===== config.mk =====
export PLATFORM = sky130hd
export DESIGN_NAME = double_ended_queue_top
export DESIGN_NICKNAME = d
export VERILOG_FILES = /design/src/design/deq_pkg.sv /design/src/design/deq_cell.sv /design/src/design/double_ended_queue_top.sv
export VERILOG_INCLUDE_DIRS = /design/src /design/src/design
export SDC_FILE = /design/constraint.sdc
export NUM_CORES = 1
export LEC_CHECK = 0
export BUFFER_PORTS_ARGS = -buffer_cell sky130_fd_sc_hd__buf_2
export CORE_MARGIN = 3
export CORE_UTILIZATION = 40
export CTS_CLUSTER_DIAMETER = 120
export DETAILED_ROUTE_END_ITERATION = 10
export PLACE_DENSITY_LB_ADDON = 0.15
export SLEW_MARGIN = 20
export SYNTH_ARGS = -nofsm -noshare
export SYNTH_HDL_FRONTEND = slang
export SYNTH_SLANG_ARGS = --single-unit

===== constraint.sdc =====
create_clock -name clk_i -period 7.3 [get_ports clk_i]
set_clock_uncertainty 0.2 [all_clocks]
set_input_delay 0.365 -clock clk_i [delete_from_list [all_inputs] [get_ports clk_i]]
set_output_delay 0.365 -clock clk_i [all_outputs]
set_load 0.01 [all_outputs]

===== src/design/assert_macros.svh =====
// assertion macros shared by the design files
// no dependencies; define ASSERT_OFF to compile the checks out
`ifndef ASSERT_MACROS_SVH
`define ASSERT_MACROS_SVH

`ifndef ASSERT_OFF
// property must hold at every clock edge outside reset
`define DEQ_ASSERT(lbl, clk, rstn, prop, msg) \
  lbl: assert property (@(posedge clk) disable iff (!(rstn)) (prop)) else $error(msg);
// implication: antecedent at one edge, consequent at the next edge
`define DEQ_ASSERT_NEXT(lbl, clk, rstn, ante, cons, msg) \
  lbl: assert property (@(posedge clk) disable iff (!(rstn)) (ante) |=> (cons)) \
    else $error(msg);
`else
`define DEQ_ASSERT(lbl, clk, rstn, prop, msg)
`define DEQ_ASSERT_NEXT(lbl, clk, rstn, ante, cons, msg)
`endif

`endif


===== src/design/deq_pkg.sv =====
// shared types and constants of the double-ended queue
// no dependencies; used by deq_cell and double_ended_queue_top
package deq_pkg;

  localparam int unsigned DataW        = 32;
  localparam int unsigned FillW        = 5;
  localparam int unsigned DefaultDepth = 16;

  typedef enum logic [2:0] {
    FUNC_PUSH_FRONT = 3'd0,
    FUNC_PUSH_BACK  = 3'd1,
    FUNC_POP_FRONT  = 3'd2,
    FUNC_POP_BACK   = 3'd3,
    FUNC_PEEK_FRONT = 3'd4,
    FUNC_PEEK_BACK  = 3'd5,
    FUNC_EMPTY_TEST = 3'd6
  } deq_func_e;

  typedef enum logic [1:0] {
    ST_OK    = 2'd0,
    ST_EMPTY = 2'd1,
    ST_FULL  = 2'd2
  } deq_status_e;

  // control broadcast to every cell of the chain
  typedef struct packed {
    logic             push_front;
    logic             push_back;
    logic             pop_front;
    logic             pop_back;
    logic [DataW-1:0] value;
  } deq_ctrl_t;

endpackage


===== src/design/deq_cell.sv =====
// one storage cell of the deque chain: a word and its valid bit
// depends on deq_pkg
module deq_cell import deq_pkg::*; (
  input  logic             clk_i,
  input  logic             rst_ni,
  input  deq_ctrl_t        ctrl_i,
  input  logic [DataW-1:0] prev_word_i,
  input  logic             prev_valid_i,
  input  logic [DataW-1:0] next_word_i,
  input  logic             next_valid_i,
  output logic [DataW-1:0] word_o,
  output logic             valid_o,
  output logic [DataW-1:0] last_word_o
);

  logic [DataW-1:0] word_q, word_d;
  logic             valid_q, valid_d;
  logic             last;

  // last occupied cell of the row
  assign last = valid_q & ~next_valid_i;

  always_comb begin
    word_d  = word_q;
    valid_d = valid_q;
    if (ctrl_i.push_front) begin
      word_d  = prev_word_i;
      valid_d = prev_valid_i;
    end else if (ctrl_i.pop_front) begin
      word_d  = next_word_i;
      valid_d = next_valid_i;
    end else if (ctrl_i.push_back) begin
      if (!valid_q && prev_valid_i) begin
        word_d  = ctrl_i.value;
        valid_d = 1'b1;
      end
    end else if (ctrl_i.pop_back) begin
      if (last) begin
        valid_d = 1'b0;
      end
    end
  end

  always_ff @(posedge clk_i or negedge rst_ni) begin
    if (!rst_ni) begin
      valid_q <= 1'b0;
    end else begin
      valid_q <= valid_d;
    end
  end

  always_ff @(posedge clk_i) begin
    word_q <= word_d;
  end

  assign word_o      = word_q;
  assign valid_o     = valid_q;
  assign last_word_o = last ? word_q : '0;

endmodule


===== src/design/double_ended_queue_top.sv =====
// top level of the double-ended queue: chain of deq_cell, control and result register
// depends on deq_pkg, deq_cell and assert_macros.svh
//
// bounded double-ended queue of signed 32-bit words, DEPTH entries deep. a
// transaction is accepted on a rising edge with start high and busy low;
// busy is always low, so a new operation can be issued in every cycle. the
// result of each transaction appears in the cycle after acceptance, on the
// result ports for exactly one cycle, marked by result_valid_o; the receiver
// cannot stall, so it must take every result in that cycle. the entries live
// in a row of cells with the front entry always in cell 0: push front and
// pop front shift the whole row by one cell, push back fills the first
// free cell and pop back frees the last occupied one. the back entry is
// found by each cell flagging whether it is the last occupied one, so no
// operation has to search the row, whatever the fill level. a pop or
// peek on an empty queue reports status empty and data zero, a push into a
// full queue is refused with status full; in both cases the contents stay
// as they were. fill_count_o carries the low five bits of the entry count.
`include "assert_macros.svh"

module double_ended_queue_top import deq_pkg::*; #(
  parameter int unsigned DEPTH = DefaultDepth
) (
  input  logic                    clk_i,
  input  logic                    rst_ni,
  input  logic                    start,
  output logic                    busy,
  input  logic [2:0]              func_i,
  input  logic signed [DataW-1:0] value_i,
  output logic                    result_valid_o,
  output logic signed [DataW-1:0] data_o,
  output logic [1:0]              status_o,
  output logic                    empty_flag_o,
  output logic [FillW-1:0]        fill_count_o
);

  localparam int unsigned CntW = $clog2(DEPTH + 1);

  // entry count and its derived flags
  logic [CntW-1:0] count_q, count_d;
  logic            is_empty, is_full;
  logic            accept;

  // cell row
  deq_ctrl_t        ctrl;
  logic [DataW-1:0] cell_word  [DEPTH];
  logic [DataW-1:0] cell_last  [DEPTH];
  logic [DEPTH-1:0] cell_valid;
  logic [DataW-1:0] back_word;

  // result register
  logic             res_valid_q;
  logic [DataW-1:0] res_data_q, res_data_d;
  deq_status_e      res_status_q, res_status_d;
  logic             res_empty_q;
  logic [FillW-1:0] res_fill_q;

  // the block never holds off a transaction, so busy is tied low
  assign busy   = 1'b0;
  assign accept = start & ~busy;

  assign is_empty = (count_q == '0);
  assign is_full  = (count_q == CntW'(DEPTH));

  // decode the transaction into cell control and the next count / result
  always_comb begin
    ctrl         = '0;
    ctrl.value   = value_i;
    count_d      = count_q;
    res_data_d   = '0;
    res_status_d = ST_OK;
    if (accept) begin
      case (deq_func_e'(func_i))
        FUNC_PUSH_FRONT, FUNC_PUSH_BACK: begin
          if (is_full) begin
            res_status_d = ST_FULL;
          end else begin
            ctrl.push_front = (deq_func_e'(func_i) == FUNC_PUSH_FRONT);
            ctrl.push_back  = (deq_func_e'(func_i) == FUNC_PUSH_BACK);
            count_d         = count_q + CntW'(1);
          end
        end
        FUNC_POP_FRONT, FUNC_PEEK_FRONT: begin
          if (is_empty) begin
            res_status_d = ST_EMPTY;
          end else begin
            res_data_d = cell_word[0];
            if (deq_func_e'(func_i) == FUNC_POP_FRONT) begin
              ctrl.pop_front = 1'b1;
              count_d        = count_q - CntW'(1);
            end
          end
        end
        FUNC_POP_BACK, FUNC_PEEK_BACK: begin
          if (is_empty) begin
            res_status_d = ST_EMPTY;
          end else begin
            res_data_d = back_word;
            if (deq_func_e'(func_i) == FUNC_POP_BACK) begin
              ctrl.pop_back = 1'b1;
              count_d       = count_q - CntW'(1);
            end
          end
        end
        default: begin
          // empty test and unused codes leave the queue alone
        end
      endcase
    end
  end

  // row of cells: cell 0 holds the front, neighbours pass words on a shift
  for (genvar k = 0; k < DEPTH; k++) begin : g_cell
    logic [DataW-1:0] prev_word, next_word;
    logic             prev_valid, next_valid;

    if (k == 0) begin : g_first
      // the incoming word enters cell 0 on a push front
      assign prev_word  = value_i;
      assign prev_valid = 1'b1;
    end else begin : g_inner_prev
      assign prev_word  = cell_word[k-1];
      assign prev_valid = cell_valid[k-1];
    end

    if (k == DEPTH - 1) begin : g_final
      assign next_word  = '0;
      assign next_valid = 1'b0;
    end else begin : g_inner_next
      assign next_word  = cell_word[k+1];
      assign next_valid = cell_valid[k+1];
    end

    deq_cell u_cell (
      .clk_i        (clk_i),
      .rst_ni       (rst_ni),
      .ctrl_i       (ctrl),
      .prev_word_i  (prev_word),
      .prev_valid_i (prev_valid),
      .next_word_i  (next_word),
      .next_valid_i (next_valid),
      .word_o       (cell_word[k]),
      .valid_o      (cell_valid[k]),
      .last_word_o  (cell_last[k])
    );
  end

  // only the last occupied cell drives a non-zero word, so an or picks the back
  always_comb begin
    back_word = '0;
    for (int unsigned k = 0; k < DEPTH; k++) begin
      back_word = back_word | cell_last[k];
    end
  end

  always_ff @(posedge clk_i or negedge rst_ni) begin
    if (!rst_ni) begin
      count_q     <= '0;
      res_valid_q <= 1'b0;
    end else begin
      count_q     <= count_d;
      res_valid_q <= accept;
    end
  end

  // result payload, meaningful only while result_valid_o is high
  always_ff @(posedge clk_i) begin
    res_data_q   <= res_data_d;
    res_status_q <= res_status_d;
    res_empty_q  <= (count_d == '0);
    res_fill_q   <= FillW'(count_d);
  end

  assign result_valid_o = res_valid_q;
  assign data_o         = res_data_q;
  assign status_o       = res_status_q;
  assign empty_flag_o   = res_empty_q;
  assign fill_count_o   = res_fill_q;

  // occupied cells always form an unbroken run starting at cell 0
  `DEQ_ASSERT(a_valid_contiguous, clk_i, rst_ni, ((cell_valid & (cell_valid + 1'b1)) == '0), "occupied cells not contiguous")
  // entry count agrees with the number of occupied cells
  `DEQ_ASSERT(a_count_matches, clk_i, rst_ni, ($countones(cell_valid) == int'(count_q)), "entry count out of step with cells")
  // every accepted transaction yields a result in the following cycle
  `DEQ_ASSERT_NEXT(a_result_follows, clk_i, rst_ni, accept, result_valid_o, "result strobe missing")
  // a full report is only given when the queue is at capacity
  `DEQ_ASSERT_NEXT(a_full_only_at_cap, clk_i, rst_ni, (accept && !is_full), (status_o != ST_FULL), "push refused below capacity")

endmodule

==> flow_metrics.py <==
metrics = {
    "logic_synthesis": {
        "yosys_most_used_dff": "edfxtp_1",
        "synthArstFlopShare": 0.0383,
        "syn_avg_cell_area_um2": 13.0,
        "yosys_register_bits": 574,
        "synth.net_count": 2199,
        "synth_cells": 2159,
        "yosys_warnings": 0,
        "ys_types": 60,
        "yosysSeqAreaShare": 0.595,
        "synth_edf_count": 512,
        "synthesis.area_um2": 28100,
    },
    "timing": {
        "period_share": 0.579,
        "setup_viol": 0,
        "fmax_mhz": 237,
        "whs_ns": 0.0825,
        "relSlewSlack": 0.241,
        "rsz0062_at_grt": "no",
        "post-route-min-period_ns": 4.23,
        "tightest_slew_ns": 1.14,
        "fin_tns_setup_ns": 0,
        "finalHoldViolCount": 0,
        "slew_violations": 0,
    },
    "worst_hold_path": {
        "hold_class": "in2reg",
        "min_from": "func_i[1]",
    },
    "global_route": {
        "grt_pass1_wl_um": 150000,
        "grt_pass1_vias": 21100,
        "grt-ovfl-total": 0,
        "grt_usage": 0.272,
        "grt_start_max_net_pins": 181,
        "antenna_found_initial": 2,
    },
    "die": {
        "die-area_um2": 73500,
        "num_io_pins": 80,
        "die_h_um": 271,
        "start_util": 0.407,
        "core_area_um2": 69200,
        "die_w_um": 271,
        "rows": 96,
    },
    "clocking": {
        "clock_sinks": 574,
        "clockBufferDepth": 3,
        "clk_pin_slew_ns": 0.06,
        "cts-htree-levels": 3,
        "cts_root_buffer": "clkbuf_16",
        "insertion_delay_ns": 0.62,
        "cts_tree": "built",
        "cts.repair.resized": 0,
        "numCtsBuffers": 67,
    },
    "final_layout": {
        "syn_to_final_growth_pct": 11.0,
        "drive_gt1_frac": 0.140,
        "nNetsFinal": 2165,
        "n_fill_cell": 6312,
        "multiInputGateArea_um2": 9900,
        "diodes": 0,
        "seq_area_um2": 16700,
    },
    "drt": {
        "via_per_inst": 7.19,
        "drcViolationCount": 0,
        "routedWlPerCell_um": 33.2,
        "drtIter0Drc": 3745,
        "drt_first_pass_iters": 6,
        "finalWirelength_um": 103000,
        "ant_nets": 0,
        "vias": 22400,
    },
    "critical_path": {
        "cp-end-kind": "flip-flop",
        "crit-reg2reg-launch": "count_q[0]",
        "cp.arrival_ns": 4.28,
        "criticalPathCategory": "reg2reg",
        "cp.required_ns": 7.35,
        "path_max_fanout": 72,
        "cp-startpoint": "count_q[0]",
        "startpoint_type": "flip-flop",
    },
    "status": {
        "status": "complete, no violations",
    },
    "power": {
        "p_per_area_nw_per_um2": 330,
        "finalPower_mw": 10.3,
        "ir_worst_vdd_mv": 0.226,
        "power.leakage_nw": 10.7,
    },
    "job": {
        "maxCapViolations": 0,
    },
    "placed_design": {
        "placement.io_buffers": 78,
        "gp_congestion": 0.832,
        "dp_hpwl_um": 56500,
    },
}
area by class of cell:
cell class | count | share of cell area
Clock buffer | 99 | 0.0612
Clock inverter | 24 | 0.00701
Multi-Input combinational cell | 1295 | 0.317
Sequential cell | 574 | 0.536
Tap cell | 931 | 0.0373
Inverter | 8 | 0.000962
Timing Repair Buffer | 179 | 0.0407
state kept, by name, summed over array words and instances, names as in the netlist:
signal / flops
count_q: 5
data_o: 32
empty_flag_o: 1
fill_count_o: 5
g_cell.u_cell.valid_o: 16
g_cell.u_cell.word_o: 512
result_valid_o: 1
status_o: 2
logic make-up after synthesis:
| logic type | Yosys count | share of synthesized area |
|---|---|---|
| flip-flops | 574 | 0.595 |
| adder cells (fa/ha/maj) | 2 | 0.000889 |
| AND/OR/NAND/NOR | 414 | 0.0704 |
| other | 1 | 0.000133 |
| buffers and inverters | 290 | 0.0628 |
| AO/OA/AOI/OAI | 874 | 0.270 |
| multiplexers | 1 | 0.000356 |
| XOR/XNOR | 3 | 0.000934 |
layer usage:
layer,routed length [um],vias up,global-route usage
li1,-,9071,-
met1,41300,11400,0.385
met2,46700,1619,0.415
met3,10900,278,0.0491
met4,4400,0,0.111
met5,0,-,0
path summary, 6_finish.rpt:
check	cells after the start	endpoint	slack (ns)
setup / recovery	9	g_cell[6].u_cell.word_o[18]	3.07
hold / removal	2	fill_count_o[4]	0.08
setup reg to reg	9	g_cell[6].u_cell.word_o[18]	3.07
hold reg to reg	2	g_cell[0].u_cell.word_o[24]	0.38
max in group asynchronous	2	g_cell[15].u_cell.valid_o	6.40
min in group asynchronous	2	g_cell[10].u_cell.valid_o	0.09
stage by stage:
| step | setup WS, ns | utilization | instance area (um2) | cells |
|---|---|---|---|---|
| 6_report | 3.07 | 0.451 | 31200 | 3110 |
| 5_1_grt | 2.92 | 0.451 | 31200 | 3110 |
| 4_1_cts | 3.05 | 0.451 | 31200 | 3110 |
| 3_5_place_dp | 3.07 | 0.415 | 28700 | 2953 |
| 3_3_place_gp | 3.17 | 0.415 | 28700 | 2952 |
| 2_1_floorplan | 3.40 | - | 28100 | 2159 |
timing repair:
item                                   in CTS  in global routing
hold buffers                               34                  0
setup buffers                               0                  0
endpoints found under the hold margin      55                  0
worst max-delay path, stage by stage (launching register included):
cell and delay [ns]:
dfrtp_1 0.41, inv_1 0.12, ha_1 0.29, nand4bb_1 0.19
nand2_1 0.22, nor2_4 0.48, buf_4 0.70, nor3_1 0.20
nor2_4 0.56, buf_4 0.49
cells in the mapped netlist, types with 3 or more instances:
cell,number,area share
buf_4,10,0.0027
nor3_1,21,0.0037
o22ai_1,41,0.0091
dfxtp_1,40,0.028
o221ai_1,6,0.0019
nor2_1,26,0.0035
nand4_1,33,0.0073
a22o_1,26,0.0081
a221oi_1,40,0.012
inv_1,8,0.0011
nand3_1,23,0.0041
o211ai_1,5,0.0013
nor4_1,5,0.0011
nand2b_1,3,0.00067
o21ai_0,43,0.0077
a2111oi_0,13,0.0040
clkbuf_1,117,0.016
buf_1,29,0.0039
and3_1,41,0.0091
a21oi_1,44,0.0078
edfxtp_1,512,0.55
a22oi_1,123,0.033
o21a_1,12,0.0032
a222oi_1,4,0.0014
a221o_1,449,0.16
nor2b_1,18,0.0040
a31oi_1,9,0.0020
o221a_2,18,0.0072
a21o_1,33,0.0088
dfrtp_1,22,0.020
buf_6,77,0.031
nand2_1,222,0.030
buf_2,49,0.0087
cell usage in the layout (no fill, tap or decap), types with 12 or more instances in the layout:
cell type / count
edfxtp_1: 512
a221o_1: 449
nand2_1: 222
a22oi_1: 123
buf_2: 78
clkbuf_16: 69
buf_4: 64
o21ai_0: 43
a21oi_1: 42
and3_1: 41
o22ai_1: 41
a221oi_1: 40
dfxtp_1: 40
dlygate4sd3_1: 34
a21o_1: 33
nand4_1: 33
a22o_1: 26
nand3_1: 23
clkbuf_1: 23
dfrtp_1: 21
nor3_1: 20
nor2_4: 18
o221a_2: 18
nor2b_4: 14
a2111oi_0: 13
o21a_1: 12
report_power, final:
group	internal [mW]	switching [mW]
sequential	3.93	0.282
combinational	0.854	1.91
clock	1.93	1.41
total	6.71	3.60
Note: power is estimated with default switching activity, not from simulation.
